## src/hw/rtl/svu_pkg.sv

```systemverilog
package svu_pkg;

  localparam int unsigned MaxRefWidth  = 256;
  localparam int unsigned MaxRefHeight = 256;
  localparam int unsigned CfgIdxW      = 3;
  localparam int unsigned CfgDataW     = 64;
  localparam int unsigned SampleW      = 12;
  localparam int unsigned PosW         = 13;
  localparam int unsigned PartW        = 21;

  typedef enum logic [1:0] {
    OP_LOAD   = 2'd0,
    OP_LUMA   = 2'd1,
    OP_CHROMA = 2'd2,
    OP_NONE   = 2'd3
  } op_t;

  typedef enum logic [2:0] {
    CFG_REF_WIDTH     = 3'd0,
    CFG_REF_HEIGHT    = 3'd1,
    CFG_REF_BIT_DEPTH = 3'd2,
    CFG_OUT_BIT_DEPTH = 3'd3,
    CFG_POS_OFFSET    = 3'd4,
    CFG_POS_DELTA     = 3'd5,
    CFG_POS_SCALE     = 3'd6,
    CFG_POS_ROUND_ADD = 3'd7
  } cfg_idx_t;

  typedef enum logic [2:0] {
    ST_IDLE,
    ST_MAP_X,
    ST_MAP_Y,
    ST_ROW,
    ST_ROW_END,
    ST_COL,
    ST_FINISH,
    ST_OUT
  } state_t;

  // controller to datapath
  typedef struct packed {
    logic       take;      // latch the accepted item
    logic       do_load;   // write store
    logic       map_x;     // position mapping, x half
    logic       map_y;     // position mapping, y half
    logic       row_clr;   // clear row accumulator
    logic       row_mac;   // read data valid, accumulate
    logic       row_read;  // issue store read
    logic       row_save;  // save row partial
    logic       col_mac;   // vertical accumulate
    logic       col_clr;
    logic       finish;    // round, shift, clip into output register
    logic       out_take;  // output item delivered
    logic [2:0] k;         // horizontal tap index for read
    logic [2:0] k_mac;     // horizontal tap index of returning data
    logic [2:0] n;         // row index
  } svu_cmd_t;

  // datapath to controller
  typedef struct packed {
    logic luma;
    logic out_valid;
  } svu_sts_t;

  function automatic logic signed [7:0] luma_tap(input logic [3:0] ph,
                                                 input logic [2:0] k);
    logic signed [7:0] r [8];
    unique case (ph)
      4'd0:  r = '{8'sd0, 8'sd0, 8'sd0, 8'sd64, 8'sd0, 8'sd0, 8'sd0, 8'sd0};
      4'd1:  r = '{8'sd0, 8'sd1, -8'sd3, 8'sd63, 8'sd4, -8'sd2, 8'sd1, 8'sd0};
      4'd2:  r = '{-8'sd1, 8'sd2, -8'sd5, 8'sd62, 8'sd8, -8'sd3, 8'sd1, 8'sd0};
      4'd3:  r = '{-8'sd1, 8'sd3, -8'sd8, 8'sd60, 8'sd13, -8'sd4, 8'sd1, 8'sd0};
      4'd4:  r = '{-8'sd1, 8'sd4, -8'sd10, 8'sd58, 8'sd17, -8'sd5, 8'sd1, 8'sd0};
      4'd5:  r = '{-8'sd1, 8'sd4, -8'sd11, 8'sd52, 8'sd26, -8'sd8, 8'sd3, -8'sd1};
      4'd6:  r = '{-8'sd1, 8'sd3, -8'sd9, 8'sd47, 8'sd31, -8'sd10, 8'sd4, -8'sd1};
      4'd7:  r = '{-8'sd1, 8'sd4, -8'sd11, 8'sd45, 8'sd34, -8'sd10, 8'sd4, -8'sd1};
      4'd8:  r = '{-8'sd1, 8'sd4, -8'sd11, 8'sd40, 8'sd40, -8'sd11, 8'sd4, -8'sd1};
      4'd9:  r = '{-8'sd1, 8'sd4, -8'sd10, 8'sd34, 8'sd45, -8'sd11, 8'sd4, -8'sd1};
      4'd10: r = '{-8'sd1, 8'sd4, -8'sd10, 8'sd31, 8'sd47, -8'sd9, 8'sd3, -8'sd1};
      4'd11: r = '{-8'sd1, 8'sd3, -8'sd8, 8'sd26, 8'sd52, -8'sd11, 8'sd4, -8'sd1};
      4'd12: r = '{8'sd0, 8'sd1, -8'sd5, 8'sd17, 8'sd58, -8'sd10, 8'sd4, -8'sd1};
      4'd13: r = '{8'sd0, 8'sd1, -8'sd4, 8'sd13, 8'sd60, -8'sd8, 8'sd3, -8'sd1};
      4'd14: r = '{8'sd0, 8'sd1, -8'sd3, 8'sd8, 8'sd62, -8'sd5, 8'sd2, -8'sd1};
      default: r = '{8'sd0, 8'sd1, -8'sd2, 8'sd4, 8'sd63, -8'sd3, 8'sd1, 8'sd0};
    endcase
    return r[k];
  endfunction

  function automatic logic signed [7:0] chroma_tap(input logic [3:0] ph,
                                                   input logic [1:0] k);
    logic signed [7:0] r [4];
    unique case (ph)
      4'd0:  r = '{8'sd0, 8'sd64, 8'sd0, 8'sd0};
      4'd1:  r = '{-8'sd2, 8'sd62, 8'sd4, 8'sd0};
      4'd2:  r = '{-8'sd2, 8'sd58, 8'sd10, -8'sd2};
      4'd3:  r = '{-8'sd4, 8'sd56, 8'sd14, -8'sd2};
      4'd4:  r = '{-8'sd4, 8'sd54, 8'sd16, -8'sd2};
      4'd5:  r = '{-8'sd6, 8'sd52, 8'sd20, -8'sd2};
      4'd6:  r = '{-8'sd6, 8'sd46, 8'sd28, -8'sd4};
      4'd7:  r = '{-8'sd4, 8'sd42, 8'sd30, -8'sd4};
      4'd8:  r = '{-8'sd4, 8'sd36, 8'sd36, -8'sd4};
      4'd9:  r = '{-8'sd4, 8'sd30, 8'sd42, -8'sd4};
      4'd10: r = '{-8'sd4, 8'sd28, 8'sd46, -8'sd6};
      4'd11: r = '{-8'sd2, 8'sd20, 8'sd52, -8'sd6};
      4'd12: r = '{-8'sd2, 8'sd16, 8'sd54, -8'sd4};
      4'd13: r = '{-8'sd2, 8'sd14, 8'sd56, -8'sd4};
      4'd14: r = '{-8'sd2, 8'sd10, 8'sd58, -8'sd2};
      default: r = '{8'sd0, 8'sd4, 8'sd62, -8'sd2};
    endcase
    return r[k];
  endfunction

endpackage

```

## src/hw/rtl/svu_ctrl.sv

```systemverilog
module svu_ctrl (
  input  logic              clk,
  input  logic              rst_n,
  input  logic              in_valid,
  input  logic [1:0]        in_op,
  output logic              in_ready,
  input  logic              out_ready,
  input  svu_pkg::svu_sts_t sts,
  output svu_pkg::svu_cmd_t cmd
);

  svu_pkg::state_t state_r, state_nxt;
  logic [2:0] k_r, k_nxt;
  logic [2:0] n_r, n_nxt;
  logic       rd_v_r, rd_v_nxt;
  logic [2:0] rd_k_r, rd_k_nxt;
  logic [2:0] last;

  assign last = sts.luma ? 3'd7 : 3'd3;

  // state register
  always_ff @(posedge clk) begin
    if (!rst_n) begin
      state_r <= svu_pkg::ST_IDLE;
      k_r     <= '0;
      n_r     <= '0;
      rd_v_r  <= 1'b0;
      rd_k_r  <= '0;
    end else begin
      state_r <= state_nxt;
      k_r     <= k_nxt;
      n_r     <= n_nxt;
      rd_v_r  <= rd_v_nxt;
      rd_k_r  <= rd_k_nxt;
    end
  end

  // next state and commands
  always_comb begin
    state_nxt = state_r;
    k_nxt     = k_r;
    n_nxt     = n_r;
    rd_v_nxt  = 1'b0;
    rd_k_nxt  = k_r;
    cmd       = '0;
    cmd.k     = k_r;
    cmd.k_mac = rd_k_r;
    cmd.n     = n_r;
    cmd.row_mac = rd_v_r;
    in_ready  = 1'b0;
    cmd.out_take = sts.out_valid && out_ready;
    unique case (state_r)
      svu_pkg::ST_IDLE: begin
        in_ready = 1'b1;
        if (in_valid) begin
          cmd.take = 1'b1;
          priority if (in_op == svu_pkg::OP_LOAD) cmd.do_load = 1'b1;
          else if (in_op == svu_pkg::OP_NONE) state_nxt = svu_pkg::ST_IDLE;
          else state_nxt = svu_pkg::ST_MAP_X;
        end
      end
      svu_pkg::ST_MAP_X: begin
        cmd.map_x = 1'b1;
        state_nxt = svu_pkg::ST_MAP_Y;
      end
      svu_pkg::ST_MAP_Y: begin
        cmd.map_y   = 1'b1;
        cmd.row_clr = 1'b1;
        k_nxt = '0;
        n_nxt = '0;
        state_nxt = svu_pkg::ST_ROW;
      end
      svu_pkg::ST_ROW: begin
        cmd.row_read = 1'b1;
        rd_v_nxt = 1'b1;
        rd_k_nxt = k_r;
        if (k_r == last) begin
          k_nxt = '0;
          state_nxt = svu_pkg::ST_ROW_END;
        end else begin
          k_nxt = k_r + 3'd1;
        end
      end
      svu_pkg::ST_ROW_END: begin
        // last product lands in this cycle, then save
        if (!rd_v_r) begin
          cmd.row_save = 1'b1;
          cmd.row_clr  = 1'b1;
          if (n_r == last) begin
            n_nxt = '0;
            cmd.col_clr = 1'b1;
            state_nxt = svu_pkg::ST_COL;
          end else begin
            n_nxt = n_r + 3'd1;
            state_nxt = svu_pkg::ST_ROW;
          end
        end
      end
      svu_pkg::ST_COL: begin
        cmd.col_mac = 1'b1;
        if (n_r == last) begin
          n_nxt = '0;
          state_nxt = svu_pkg::ST_FINISH;
        end else begin
          n_nxt = n_r + 3'd1;
        end
      end
      svu_pkg::ST_FINISH: begin
        if (!sts.out_valid || out_ready) begin
          cmd.finish = 1'b1;
          state_nxt = svu_pkg::ST_OUT;
        end
      end
      svu_pkg::ST_OUT: begin
        state_nxt = svu_pkg::ST_IDLE;
      end
      default: state_nxt = svu_pkg::ST_IDLE;
    endcase
  end

endmodule

```

## config.mk

```make
export PLATFORM = sky130hd
export DESIGN_NAME = svu_ctrl
export DESIGN_NICKNAME = d
export VERILOG_FILES = /design/src/hw/rtl/svu_pkg.sv /design/src/hw/rtl/svu_ctrl.sv
export SDC_FILE = /design/constraint.sdc
export NUM_CORES = 1
export LEC_CHECK = 0
export BUFFER_PORTS_ARGS = -buffer_cell sky130_fd_sc_hd__buf_4
export CAP_MARGIN = 20
export CORE_MARGIN = 1
export CORE_UTILIZATION = 42
export DETAILED_ROUTE_END_ITERATION = 7
export GPL_TIMING_DRIVEN = 0
export HOLD_SLACK_MARGIN = 0.03
export PLACE_DENSITY = 0.73
export SLEW_MARGIN = 20
export SYNTH_ARGS = -nofsm -noshare
export SYNTH_HDL_FRONTEND = slang
export SYNTH_SLANG_ARGS = --single-unit
```

## constraint.sdc

```tcl
create_clock -name clk -period 1.3 [get_ports clk]
set_clock_uncertainty 0.2 [all_clocks]
set_input_delay 0.065 -clock clk [delete_from_list [all_inputs] [get_ports clk]]
set_output_delay 0.065 -clock clk [all_outputs]
set_load 0.02 [all_outputs]
```

==> results of run 1 <==
metrics by stage:
stage | hold slack (ps) | utilization | TNS, ps | cell area [um2]
detailed placement | 165 | 0.690 | -1150 | 1190
floorplan | -33.8 | - | -681 | 942
CTS | 5.25 | 0.880 | -4230 | 1520
global placement | 165 | 0.690 | -1130 | 1190
logic make-up after synthesis:
logic type	share of synthesized area
compound gates	0.200
xor+xnor	0.0114
fa+ha+maj	0.0325
buf+inv	0.0878
flops	0.338
mux	0.0504
simple gates	0.280
cells in the mapped netlist (all sizes together):
cell type / instances / area [um2]
nand4b: 1 / 8.76
a211o: 2 / 17.5
or3: 1 / 6.26
o21ai: 10 / 50.1
mux2: 1 / 15.0
buf: 5 / 45.0
ha: 2 / 25.0
and2: 5 / 31.3
and3b: 1 / 8.76
nand2: 3 / 11.3
o211ai: 2 / 15.0
nor2b: 2 / 12.5
nor3: 4 / 20.0
nand4: 1 / 6.26
xnor2: 1 / 8.76
nor2: 8 / 37.5
mux2i: 2 / 23.8
nand2b: 5 / 31.3
nor3b: 2 / 15.0
nand3: 3 / 15.0
o311a: 1 / 10.0
o21a: 1 / 7.51
dfxtp: 13 / 260
inv: 6 / 22.5
a21oi: 8 / 47.6
nand3b: 1 / 11.3
a31oi: 1 / 6.26
timing repair:
action                                  in CTS
resized for setup                           38
endpoints found under the hold margin       13
pin swaps                                   10
hold buffers                                 5
endpoints found under the setup margin      18
buffers inserted                            14
==> results.yml, run 1 <==
logic_synthesis:
  ys_ff_latch: 13
  synthCells: 92
  yosys_warnings: 0
  ys_types: 33
  syn_area_um2: 769
  synth_area_per_cell_um2: 8.36
  syn_nets: 102
  seq_area_frac_synth: 0.338
timing:
  worstEndpointGrtRepair: "cmd[19]"
  worst_endpoint_kind: "output port"
placement:
  pre_cts_ws_ps: -207
  numPortBuffers: 29
  dpl.cell_count: 146
  hpwl_um: 1450
  gpl.final_weighted_congestion: 0.891
floorplanning:
  die_x_um: 44.8
  die_h_um: 44.8
  io_pins: 30
  row_count: 15
  initial_core_util: 0.446
cts:
  cts-buffers-inserted: 3
  htreeDepth: 1
  clock_sinks: 13
  root_buffer: "clkbuf_4"
  cts_buffer_depth: 2
global_routing:
  grt_max_degree: 9
  antenna_found_initial: 0
outcome:
  status: "stopped before the end"
  tool.error: "[ERROR DPL-0033] detailed placement checks failed during check placement."
  stop_stage: "5_1_grt"
==> inputs of run 2 (changes only) <==
- CORE_AREA: default -> 2 2 63 65
- CORE_MARGIN: 1 -> default
- CORE_UTILIZATION: 42 -> default
- DIE_AREA: default -> 0 0 65 67
- HOLD_SLACK_MARGIN: 0.03 -> default
- PLACE_DENSITY: 0.73 -> default
- PLACE_DENSITY_LB_ADDON: default -> 0.15
- clock period: 1.3 -> 1.7 ns (I/O delays scaled with it)
==> results.yml, run 2 <==
placement:
  hpwl_um: 1540
  gpl.final_weighted_congestion: 0.754
  dpl.cell_count: 169
  numPortBuffers: 29
timing:
  finalCriticalPeriod_ps: 1640
  finalHoldViolations: 0
  maxSlewHeadroom: 0.823
  fmax_mhz: 610
  rsz0062_at_grt: "no"
  maxSlewViolCount: 0
  period_share: 0.964
  hold_slack_ps: 10.7
  tightest_slew_ps: 266
  setup_viol: 0
  finalSetupTns_ps: 0
pwr:
  power_density_mw_per_mm2: 637
  vdd_drop_max_uv: 246
  p_leak_nw: 0.518
logic_synthesis:
  synth-edff-count: 0
  synth_top_family_by_area: "simple AND/OR/NAND/NOR gates"
  seq_area_frac_synth: 0.338
  synth_fa_ha_area_frac: 0.0325
  ys_types: 33
  synth_compound_area_frac: 0.200
  synth-xor-area-share: 0.0114
  yosys_warnings: 0
  synth_top_area_cell: "dfxtp_1"
  ys.flop_type: "dfxtp_1"
  syn_nets: 102
  synthMuxAreaShare: 0.0504
  synthSimpleGateAreaFrac: 0.280
  yosysMostFrequentCell: "dfxtp_1"
  netlist.area_leader.share: 0.338
  ys_ff_latch: 13
  ys_top_cells_by_count: "dfxtp_1 (13), a21oi_1 (6), o21ai_1 (6)"
  synth_area_per_cell_um2: 8.36
  synthCells: 92
  async_reset_ff_frac: 0
  synth_area_leaders: "dfxtp_1 (34%), and2_1 (4.1%), nand2b_1 (4.1%)"
  syn_area_um2: 769
critical_path:
  critPathKind: "flip-flop to output port"
  cp-start-kind: "flip-flop"
  cp-end-kind: "output port"
  required_ps: 1410
  crit_arrival_ps: 1350
  crit_fanout: 5
finish:
  diodes: 0
  layout_common_cells: "buf_4 (34), dfxtp_1 (11), o21ai_1 (6), a21oi_1 (6), and2_1 (5)"
  num-nets-final: 142
  drive_gt1_frac: 0.466
  areaGrowthSynthToFinish_pct: 54.8
  instances_no_fill: 179
  final_core_util: 0.330
  final_common_cell: "buf_4"
floorplanning:
  io_pins: 30
  row_count: 22
  initial_core_util: 0.213
  die_x_um: 65
  die_h_um: 67
  fp.coreArea_mm2: 0.00361
  die-area_mm2: 0.00436
drt:
  drt-total-wl_um: 2050
  num_vias: 772
  wl_per_cell_um: 11.5
  drc: 0
  ant_nets: 0
  first_iter_violations: 19
  viasPerCell: 4.31
  firstDrtPassIters: 4
global_routing:
  grt_pass1_wl_um: 3240
  grt-ovfl-total: 0
  grt_max_degree: 11
  grt_pass1_vias: 691
  grt_use_total: 0.0978
  antenna_found_initial: 0
cts:
  path_clk_slew_ps: 60
  worstSkewPairLatency_ps: 240
  cts_tree: "done"
  root_buffer: "clkbuf_8"
  htreeDepth: 1
  cts_buffer_depth: 2
  clock_sinks: 13
  cts-buffers-inserted: 3
worst_hold_path:
  hp-class: "input port to flip-flop"
run:
  cap_violations: 0
outcome:
  status: "complete, no violations"
## run 2: cell counts after synthesis
Identical to the previous run, type by type.
## run 2: timing repair
action,4_1_cts,5_1_grt
resized for setup,3,8
pin swaps,0,0
endpoints found under the setup margin,2,2
buffers inserted,1,3
hold buffers,2,0
endpoints found under the hold margin,8,0
## run 2: area by class of cell
cell class              count  area (um2)
fillers                   391        2410
well taps                  48        60.1
repair buffers             35         272
inverters                   6        22.5
multi-input cells          68         480
clock buffers               4        45.0
plain buffers               5        48.8
flip-flops and latches     13         263
## run 2: kinds of logic after synthesis
logic type | after synthesis
fa+ha+maj | 2
compound gates | 25
flops | 13
simple gates | 37
buf+inv | 11
xor+xnor | 1
mux | 3
## run 2: through the flow
step                      total power, mW  setup slack, ps  instance area (um2)
final                               0.759             61.0                 1190
after global routing                0.796             17.5                 1190
after detailed placement            0.468             96.1                 1060
after floorplan                     0.411             16.3                  779
after CTS                           0.757             9.11                 1140
after global placement              0.468             86.3                 1060
## run 2: final timing paths
kind                                  from    endpoint  slack, ps  cells past startpoint
worst max-delay path            state_r[2]     cmd[11]         60                      5
worst min-delay path              in_op[1]  state_r[0]         10                      4
worst max register to register  state_r[0]      n_r[2]        160                      6
worst min register to register      k_r[1]      k_r[1]        300                      2
## run 2: layer usage
layer,wire length [um],global-route usage,vias up,part of all wire
met5,0,0,-,0
met4,28,0.0319,0,0.014
met3,95,0.0321,2,0.046
met2,1020,0.159,24,0.49
met1,912,0.122,348,0.44
li1,-,-,398,-
## run 2: where the power goes
part / switching, mW / total (mW) / internal [mW]
registers: 0.00587 / 0.316 / 0.311
clock network: 0.114 / 0.280 / 0.166
logic: 0.0851 / 0.163 / 0.0777
total: 0.205 / 0.759 / 0.554
## run 2: critical path, cell delays in order, from the launching register on
cell and delay [ps]:
dfxtp_2 340, buf_6 120, nand2b_4 60, or3_4 360
nor2_4 120, buf_6 120
Power figures use the tool's default switching activity.
